===== src/rtl/core/mmn_pkg.sv =====
// Package for the min-max normalizer: widths, output packing and the
// divider request/response types. No dependencies.
package mmn_pkg;

    // Sample and fraction widths fixed by the stream format
    localparam int SAMPLE_BITS   = 32;
    localparam int FRACTION_BITS = 16;
    localparam int NORM_W        = FRACTION_BITS + 1;
    localparam int INDEX_W       = 6;
    localparam int STEP_W        = $clog2(FRACTION_BITS + 1);

    // Output beat packing: tdata = {pad, item_index, norm_value}
    localparam int OUT_DATA_W    = ((NORM_W + INDEX_W + 7) / 8) * 8;
    localparam int OUT_PAD_W     = OUT_DATA_W - NORM_W - INDEX_W;
    localparam int OUT_USER_W    = 2;

    // Value that stands for exactly 1.0
    localparam logic [NORM_W-1:0] NORM_ONE = NORM_W'(1) << FRACTION_BITS;

    // Request into the shared divider
    typedef struct packed {
        logic                   start;
        logic [SAMPLE_BITS-1:0] num;
        logic [SAMPLE_BITS-1:0] den;
    } t_div_req;

    // Status out of the shared divider
    typedef struct packed {
        logic              busy;
        logic [NORM_W-1:0] quot;
    } t_div_rsp;

endpackage


===== src/rtl/core/mmn_div.sv =====
// Restoring fraction divider, one quotient bit per cycle.
// Depends on mmn_pkg for widths and the request/response types.
module mmn_div
    import mmn_pkg::*;
(
    input  logic     i_clk,
    input  logic     i_rst_n,
    input  t_div_req i_req,
    output t_div_rsp o_rsp
);

    logic                   r_busy;
    logic [STEP_W-1:0]      r_step;
    logic [SAMPLE_BITS-1:0] r_rem;
    logic [SAMPLE_BITS-1:0] r_den;
    logic [NORM_W-1:0]      r_quot;

    logic [SAMPLE_BITS:0]   w_shift;
    logic [SAMPLE_BITS:0]   w_diff;
    logic                   w_fit;

    // One restoring step: shift the remainder, try to subtract
    assign w_shift = {r_rem, 1'b0};
    assign w_diff  = w_shift - {1'b0, r_den};
    assign w_fit   = (w_shift >= {1'b0, r_den});

    // Control: busy while quotient bits are still being produced
    always_ff @(posedge i_clk) begin
        if (!i_rst_n) begin
            r_busy <= 1'b0;
            r_step <= '0;
        end else if (i_req.start) begin
            r_busy <= (i_req.den != '0) && (i_req.num < i_req.den);
            r_step <= STEP_W'(FRACTION_BITS);
        end else if (r_busy) begin
            r_step <= r_step - STEP_W'(1);
            if (r_step == STEP_W'(1)) begin
                r_busy <= 1'b0;
            end
        end
    end

    // Datapath: zero range gives 0, num >= den gives 1.0
    always_ff @(posedge i_clk) begin
        if (i_req.start) begin
            r_rem <= i_req.num;
            r_den <= i_req.den;
            if (i_req.den == '0) begin
                r_quot <= '0;
            end else if (i_req.num >= i_req.den) begin
                r_quot <= NORM_ONE;
            end else begin
                r_quot <= '0;
            end
        end else if (r_busy) begin
            r_rem  <= w_fit ? w_diff[SAMPLE_BITS-1:0] : w_shift[SAMPLE_BITS-1:0];
            r_quot <= {r_quot[NORM_W-2:0], w_fit};
        end
    end

    assign o_rsp.busy = r_busy;
    assign o_rsp.quot = r_quot;

endmodule


===== src/rtl/core/min_max_normalizer_top.sv =====
// Min-max normalizer top level: batch loader, sample memory, sequencer
// and output register. Depends on mmn_pkg and mmn_div.
//
// Usage:
// The slave channel takes one sample per beat: tdata holds the signed
// sample, tuser the missing flag, tlast closes the batch. Loading runs at
// one beat per cycle. On the closing beat the input stops (tready low),
// unless the batch is empty, and the block emits one beat per stored sample
// on the master channel: tdata = {item_index, norm_value}, tuser =
// {overflow, error}, tlast on the final result. A batch with a missing item
// gives a single error beat; an empty batch gives none. Up to MAX_ITEMS
// samples are kept; later ones are dropped and flag overflow.
// Each result passes through the memory read, the offset subtract, the
// shared restoring divider at one quotient bit per cycle and the load of
// the output register. A zero range or the batch maximum skips the divider.
// A result waits in the output register while the receiver stalls; the
// next division runs meanwhile and then holds. Input is taken again once
// the last result sits in the output register. Reset (synchronous, active
// low) empties the batch and the output.
module min_max_normalizer_top
    import mmn_pkg::*;
#(
    parameter int MAX_ITEMS = 64
) (
    input  logic                   i_clk,
    input  logic                   i_rst_n,
    // Slave side
    input  logic                   i_s_axis_tvalid,
    output logic                   o_s_axis_tready,
    input  logic [SAMPLE_BITS-1:0] i_s_axis_tdata,  // [31:0] sample
    input  logic                   i_s_axis_tuser,  // [0] missing
    input  logic                   i_s_axis_tlast,  // batch_end
    // Master side
    output logic                   o_m_axis_tvalid,
    input  logic                   i_m_axis_tready,
    output logic [OUT_DATA_W-1:0]  o_m_axis_tdata,  // [16:0] norm_value, [22:17] item_index
    output logic [OUT_USER_W-1:0]  o_m_axis_tuser,  // [0] error, [1] overflow
    output logic                   o_m_axis_tlast   // run_last
);

    localparam int ADDR_W = (MAX_ITEMS > 1) ? $clog2(MAX_ITEMS) : 1;
    localparam int CNT_W  = $clog2(MAX_ITEMS + 1);
    localparam int EXT_W  = ADDR_W + INDEX_W;

    localparam logic [2:0] ST_LOAD = 3'd0;
    localparam logic [2:0] ST_READ = 3'd1;
    localparam logic [2:0] ST_SUB  = 3'd2;
    localparam logic [2:0] ST_DIV  = 3'd3;
    localparam logic [2:0] ST_ERR  = 3'd4;

    localparam logic signed [SAMPLE_BITS-1:0] MAX_VAL = {1'b0, {(SAMPLE_BITS-1){1'b1}}};
    localparam logic signed [SAMPLE_BITS-1:0] MIN_VAL = {1'b1, {(SAMPLE_BITS-1){1'b0}}};

    logic [2:0]                     r_state, n_state;
    logic [CNT_W-1:0]               r_count, n_count;
    logic signed [SAMPLE_BITS-1:0]  r_min, n_min;
    logic signed [SAMPLE_BITS-1:0]  r_max, n_max;
    logic                           r_err, n_err;
    logic                           r_ovf, n_ovf;
    logic [ADDR_W-1:0]              r_idx, n_idx;
    logic [SAMPLE_BITS-1:0]         r_range;
    logic [SAMPLE_BITS-1:0]         r_rd;

    logic                           r_out_valid, n_out_valid;
    logic [OUT_DATA_W-1:0]          r_out_data, n_out_data;
    logic [OUT_USER_W-1:0]          r_out_user, n_out_user;
    logic                           r_out_last, n_out_last;

    logic [SAMPLE_BITS-1:0]         mem [MAX_ITEMS];

    logic                           w_in_take;
    logic                           w_store;
    logic                           w_slot_free;
    logic                           w_final;
    logic [EXT_W-1:0]               w_idx_ext;
    logic signed [SAMPLE_BITS-1:0]  w_sample;
    t_div_req                       w_req;
    t_div_rsp                       w_rsp;

    assign w_sample    = i_s_axis_tdata;
    assign w_in_take   = i_s_axis_tvalid && (r_state == ST_LOAD);
    assign w_store     = w_in_take && !i_s_axis_tuser && (r_count != CNT_W'(MAX_ITEMS));
    assign w_slot_free = !r_out_valid || i_m_axis_tready;
    assign w_final     = (CNT_W'(r_idx) + CNT_W'(1)) == r_count;
    assign w_idx_ext   = EXT_W'(r_idx);

    // Shared divider
    assign w_req.start = (r_state == ST_SUB);
    assign w_req.num   = r_rd - r_min;
    assign w_req.den   = r_range;

    mmn_div u_div (
        .i_clk   (i_clk),
        .i_rst_n (i_rst_n),
        .i_req   (w_req),
        .o_rsp   (w_rsp)
    );

    // Sample memory: write on load, registered read at the result index
    always_ff @(posedge i_clk) begin
        if (w_store) begin
            mem[r_count[ADDR_W-1:0]] <= i_s_axis_tdata;
        end
        r_rd <= mem[r_idx];
    end

    // Range of the closed batch
    always_ff @(posedge i_clk) begin
        if (r_state == ST_READ) begin
            r_range <= r_max - r_min;
        end
    end

    // Sequencer and batch tracking
    always_comb begin
        n_state     = r_state;
        n_count     = r_count;
        n_min       = r_min;
        n_max       = r_max;
        n_err       = r_err;
        n_ovf       = r_ovf;
        n_idx       = r_idx;
        n_out_valid = r_out_valid && !i_m_axis_tready;
        n_out_data  = r_out_data;
        n_out_user  = r_out_user;
        n_out_last  = r_out_last;

        case (r_state)
            ST_LOAD: begin
                if (w_in_take) begin
                    if (i_s_axis_tuser) begin
                        n_err = 1'b1;
                    end else if (r_count == CNT_W'(MAX_ITEMS)) begin
                        n_ovf = 1'b1;
                    end else begin
                        n_count = r_count + CNT_W'(1);
                        if (w_sample < r_min) begin
                            n_min = w_sample;
                        end
                        if (w_sample > r_max) begin
                            n_max = w_sample;
                        end
                    end
                    // Close the batch
                    if (i_s_axis_tlast) begin
                        n_idx = '0;
                        if (n_err) begin
                            n_state = ST_ERR;
                        end else if (n_count == '0) begin
                            n_min = MAX_VAL;
                            n_max = MIN_VAL;
                            n_ovf = 1'b0;
                        end else begin
                            n_state = ST_READ;
                        end
                    end
                end
            end
            ST_READ: begin
                n_state = ST_SUB;
            end
            ST_SUB: begin
                n_state = ST_DIV;
            end
            ST_DIV: begin
                if (!w_rsp.busy && w_slot_free) begin
                    n_out_valid = 1'b1;
                    n_out_data  = {{OUT_PAD_W{1'b0}}, w_idx_ext[INDEX_W-1:0], w_rsp.quot};
                    n_out_user  = {r_ovf, 1'b0};
                    n_out_last  = w_final;
                    if (w_final) begin
                        n_state = ST_LOAD;
                        n_count = '0;
                        n_min   = MAX_VAL;
                        n_max   = MIN_VAL;
                        n_ovf   = 1'b0;
                    end else begin
                        n_idx   = r_idx + ADDR_W'(1);
                        n_state = ST_READ;
                    end
                end
            end
            ST_ERR: begin
                if (w_slot_free) begin
                    n_out_valid = 1'b1;
                    n_out_data  = '0;
                    n_out_user  = {r_ovf, 1'b1};
                    n_out_last  = 1'b1;
                    n_state     = ST_LOAD;
                    n_count     = '0;
                    n_min       = MAX_VAL;
                    n_max       = MIN_VAL;
                    n_err       = 1'b0;
                    n_ovf       = 1'b0;
                end
            end
            default: begin
                n_state = ST_LOAD;
            end
        endcase
    end

    // Control registers
    always_ff @(posedge i_clk) begin
        if (!i_rst_n) begin
            r_state     <= ST_LOAD;
            r_count     <= '0;
            r_min       <= MAX_VAL;
            r_max       <= MIN_VAL;
            r_err       <= 1'b0;
            r_ovf       <= 1'b0;
            r_idx       <= '0;
            r_out_valid <= 1'b0;
        end else begin
            r_state     <= n_state;
            r_count     <= n_count;
            r_min       <= n_min;
            r_max       <= n_max;
            r_err       <= n_err;
            r_ovf       <= n_ovf;
            r_idx       <= n_idx;
            r_out_valid <= n_out_valid;
        end
    end

    // Output payload
    always_ff @(posedge i_clk) begin
        r_out_data <= n_out_data;
        r_out_user <= n_out_user;
        r_out_last <= n_out_last;
    end

    assign o_s_axis_tready = (r_state == ST_LOAD);
    assign o_m_axis_tvalid = r_out_valid;
    assign o_m_axis_tdata  = r_out_data;
    assign o_m_axis_tuser  = r_out_user;
    assign o_m_axis_tlast  = r_out_last;

endmodule


===== config.mk =====
export PLATFORM = sky130hd
export DESIGN_NAME = min_max_normalizer_top
export DESIGN_NICKNAME = d
export VERILOG_FILES = /design/src/rtl/core/mmn_pkg.sv /design/src/rtl/core/mmn_div.sv /design/src/rtl/core/min_max_normalizer_top.sv
export SDC_FILE = /design/constraint.sdc
export NUM_CORES = 2
export LEC_CHECK = 0
export BUFFER_PORTS_ARGS = -buffer_cell sky130_fd_sc_hd__buf_2
export CAP_MARGIN = 30
export CORE_MARGIN = 5
export CORE_UTILIZATION = 40
export DETAILED_ROUTE_END_ITERATION = 6
export HOLD_SLACK_MARGIN = 0.06
export REMOVE_ABC_BUFFERS = 1
export SETUP_SLACK_MARGIN = 0.3
export SLEW_MARGIN = 0
export SYNTH_ARGS = -nofsm -noshare
export SYNTH_HDL_FRONTEND = slang
export SYNTH_SLANG_ARGS = --single-unit

===== constraint.sdc =====
create_clock -name i_clk -period 12.4 [get_ports i_clk]
set_clock_uncertainty 0.2 [all_clocks]
set_input_delay 1.86 -clock i_clk [delete_from_list [all_inputs] [get_ports i_clk]]
set_output_delay 1.86 -clock i_clk [all_outputs]
set_load 0.05 [all_outputs]

==> results.yml <==
floorplan:
  core_sq_um: 235000
  fp.dieH_um: 496
  die_x_um: 496
  rows: 178
  boundaryPins: 67
  die-area_sq_um: 246000
  start_util_pct: 40.2
synthesis:
  ys_warn_count: 0
  synth_area_sq_um: 94500
  synth_cell_types: 77
  synth_area_leaders: "edfxtp_1 70%, mux4_2 16%, ha_1 2.6%"
  synth-edff-count: 2187
  yosys.area.top_type: "edfxtp_1"
  avgSynthCellArea_sq_um: 19.8
  syn_inst: 4767
  synthFlopType: "edfxtp_1"
  synthArstFlopShare_pct: 0
  ys_ff_latch: 2308
  synth_top_area_share_pct: 69.5
  synth_seq_area_share_pct: 72.1
placement:
  port_buffers: 65
  gp_congestion: 0.892
  dpl_cell_area_sq_um: 99600
  placed_cells: 7921
  dp_hpwl_mm: 145
grt:
  grt_pass1_vias: 48100
  use_met3_pct: 4.25
  grt-busiest-layer: "met2"
  met1_usage_pct: 29.3
  antenna_found_initial: 24
  grt_max_degree: 135
  overflow: 0
  grt_use_total_pct: 20.7
  met2_usage_pct: 32.3
  grt_pass1_wl_mm: 363
clock_network:
  clock_latency_ns: 0.86
  post_cts_resized: 0
  cts.hold.buffers_added: 0
  post-cts-setup-buffers: 0
  cts_buffer_depth: 3
  cts_max_level: 4
  cts_tree: "built"
  clk_pin_slew_ns: 0.06
  cts_sinks: 2308
  cts_buffers: 231
  clock-root-buffer: "clkbuf_16"
layout:
  final_cells: 8369
  area_delta_synth_final_pct: 13.6
  fin_area_sq_um: 107000
  nNetsFinal: 5241
  drive_gt1_share_pct: 25.5
  fillers: 19800
  final_util_pct: 45.6
hold_path:
  hp-class: "register to register"
  holdCritStartpoint: "r_min[14]"
timing:
  hold_viol_final: 0
  tightest_slew_ns: 1.11
  setup_violations: 0
  rsz0062_at_grt: "no"
  maxSlewHeadroom_pct: 26.2
  fin_crit_ns: 5.57
  tns_ns: 0
  min_period_over_period_pct: 44.9
  slew_viol_final: 0
  fmax_mhz: 180
power:
  p_int_mw: 13.1
  power.switching_mw: 3.87
  pwr-share-seq_pct: 51.5
  power.share.clock_pct: 41.4
  switching_share_pct: 22.7
  comb_power_share_pct: 7.1
  leakage_nw: 34.3
  power_mw: 17.0
  ir_worst_vdd_mv: 0.110
  cellPowerDensity_nw_per_um2: 158
critical_path:
  cp_cell_sequence: "ha_1 -> nand3_1 -> a2111oi_0 -> o31ai_1 -> a31oi_1 -> a31oi_1 -> o21ai_0 -> a31oi_1 -> xnor2_1 -> ha_1 -> nand4_1 -> nor2_1 -> and3_1 -> nand4_1 -> or4_1 -> o31a_1 -> a31o_2"
  crit_start: "r_rd[11]"
  r2r-end: "u_div.r_busy"
  cp_slowest_cell: "or4_1"
  crit_path_frequent_cell: "a31oi_1"
  crit_path_end_kind: "register"
  cp-start-kind: "register"
  arrival_ns: 6.14
  reg2reg_setup_slack_ns: 6.83
  max_stage_delay_ns: 0.63
  critical_path_class: "register to register"
  r2r-start: "r_rd[11]"
  endpoint: "u_div.r_busy"
  critPathMaxFanout: 5
  required_ns: 12.97
  rr_worst_depth: 17
drt:
  firstDrtPassIters: 6
  via_per_inst: 5.77
  antenna_left: 0
  wl_per_cell_um: 30.6
  drc_errors: 0
  vias: 48300
  wl_mm: 256
  drt_iter0_drc: 5776
status:
  status: "complete, no violations"
run:
  maxCapViolations: 0
cell usage after synthesis (all sizes together) (8+ instances only):
cell	n
nand2b	16
or3	10
nor3	24
edfxtp	2187
clkbuf	125
nor2	173
a21oi	117
nand2	129
dfxtp	121
a21boi	8
a31oi	19
and3	15
nor2b	32
buf	87
mux2i	51
and2	50
o31ai	40
nor4	19
o211ai	17
o21ai	98
mux4	659
xnor2	62
inv	167
mux2	17
nand3	58
ha	194
o21bai	13
xor2	23
o21a	31
a21o	69
a211oi	21
nand4	25
stage by stage:
stage                     hold slack, ns  setup slack, ns
after global placement             0.256             6.20
final                              0.274             6.83
after floorplan                    0.209           -13.42
after detailed placement           0.260             6.48
after global routing               0.296             6.58
after CTS                          0.276             6.94
state kept, by name, summed over array words and instances (netlist names):
register and count:
r_ovf 1, u_div.r_rem 32, r_state 3, u_div.r_step 5, o_m_axis_tdata 23, r_idx 6, r_max 32, o_m_axis_tuser 2
u_div.r_quot 17, u_div.r_busy 1, r_err 1, mem 2048, r_range 32, o_m_axis_tvalid 1, o_m_axis_tlast 1, r_count 7
r_rd 32, r_min 32, u_div.r_den 32
routing by layer:
metal  wire (um)  up-vias
met5          97        -
met3       21200      352
met4        9000       14
li1            -    20100
met1      106000    25800
met2      119000     2000
kinds of logic after synthesis:
logic type	count (synthesis)	synth area share, %
buf+inv	379	1.60
compound gates	485	3.37
other cells	1	0.00397
xor+xnor	86	0.812
flops	2308	72.1
simple gates	584	3.03
mux	727	16.5
fa+ha+maj	197	2.63
how the worst min path moves through the flow:
stage | endpoint | slack (ns) | depth (start not counted)
4_1_cts | r_min[14] | 0.28 | 2
3_5_place_dp | r_min[14] | 0.26 | 2
2_1_floorplan | o_m_axis_tuser[1] | 0.21 | 0
5_1_grt | r_min[27] | 0.30 | 2
3_3_place_gp | r_min[30] | 0.26 | 2
6_report | r_min[14] | 0.27 | 2
power by group through the flow:
stage / clock, mW / combinational (mW) / sequential (mW)
after floorplan: 0 / 0.785 / 8.92
after global placement: 0 / 1.17 / 8.91
after detailed placement: 0 / 1.19 / 8.92
after CTS: 7.16 / 1.20 / 8.75
after global routing: 7.50 / 1.32 / 8.76
final: 7.04 / 1.20 / 8.75
area by class of cell:
type | count | area [sq um] | area share [%]
Tap cell | 3150 | 3940 | 3.67
Clock buffer | 270 | 6020 | 5.61
Timing Repair Buffer | 218 | 1600 | 1.49
Multi-Input combinational cell | 2080 | 25400 | 23.6
Antenna cell | 10 | 25.0 | 0.0233
Clock inverter | 166 | 1650 | 1.54
Inverter | 167 | 627 | 0.584
Sequential cell | 2308 | 68100 | 63.5
critical path: cells and delay by family (launching register included):
kind | cells | cell delay [ns]
AOI/OAI and AO/OA | 8 | 2.42
xor gates and xnor gates | 1 | 0.18
adders and majority gates | 2 | 0.73
DFF | 1 | 0.40
and+or+nand+nor | 6 | 1.54
cells in the final DEF, fill, tap and decap left out, types with 26 or more instances in the layout:
cell type	synthesis	layout
edfxtp_1	2187	2187
mux4_2	659	659
clkbuf_16	0	235
ha_1	194	194
inv_1	167	167
buf_4	5	144
nand2_1	129	128
a21oi_1	117	117
dfxtp_1	121	115
nor2_1	173	108
o21ai_0	95	95
a21o_1	69	69
buf_2	28	65
nor2_4	0	64
xnor2_1	62	62
clkinv_1	0	58
nand3_1	57	57
mux2i_1	51	50
and2_1	48	48
clkinv_2	0	44
o31ai_1	40	40
clkbuf_1	125	34
nor2b_1	32	32
o21a_1	31	31
bufinv_16	0	26
Power figures use the tool's default switching activity.
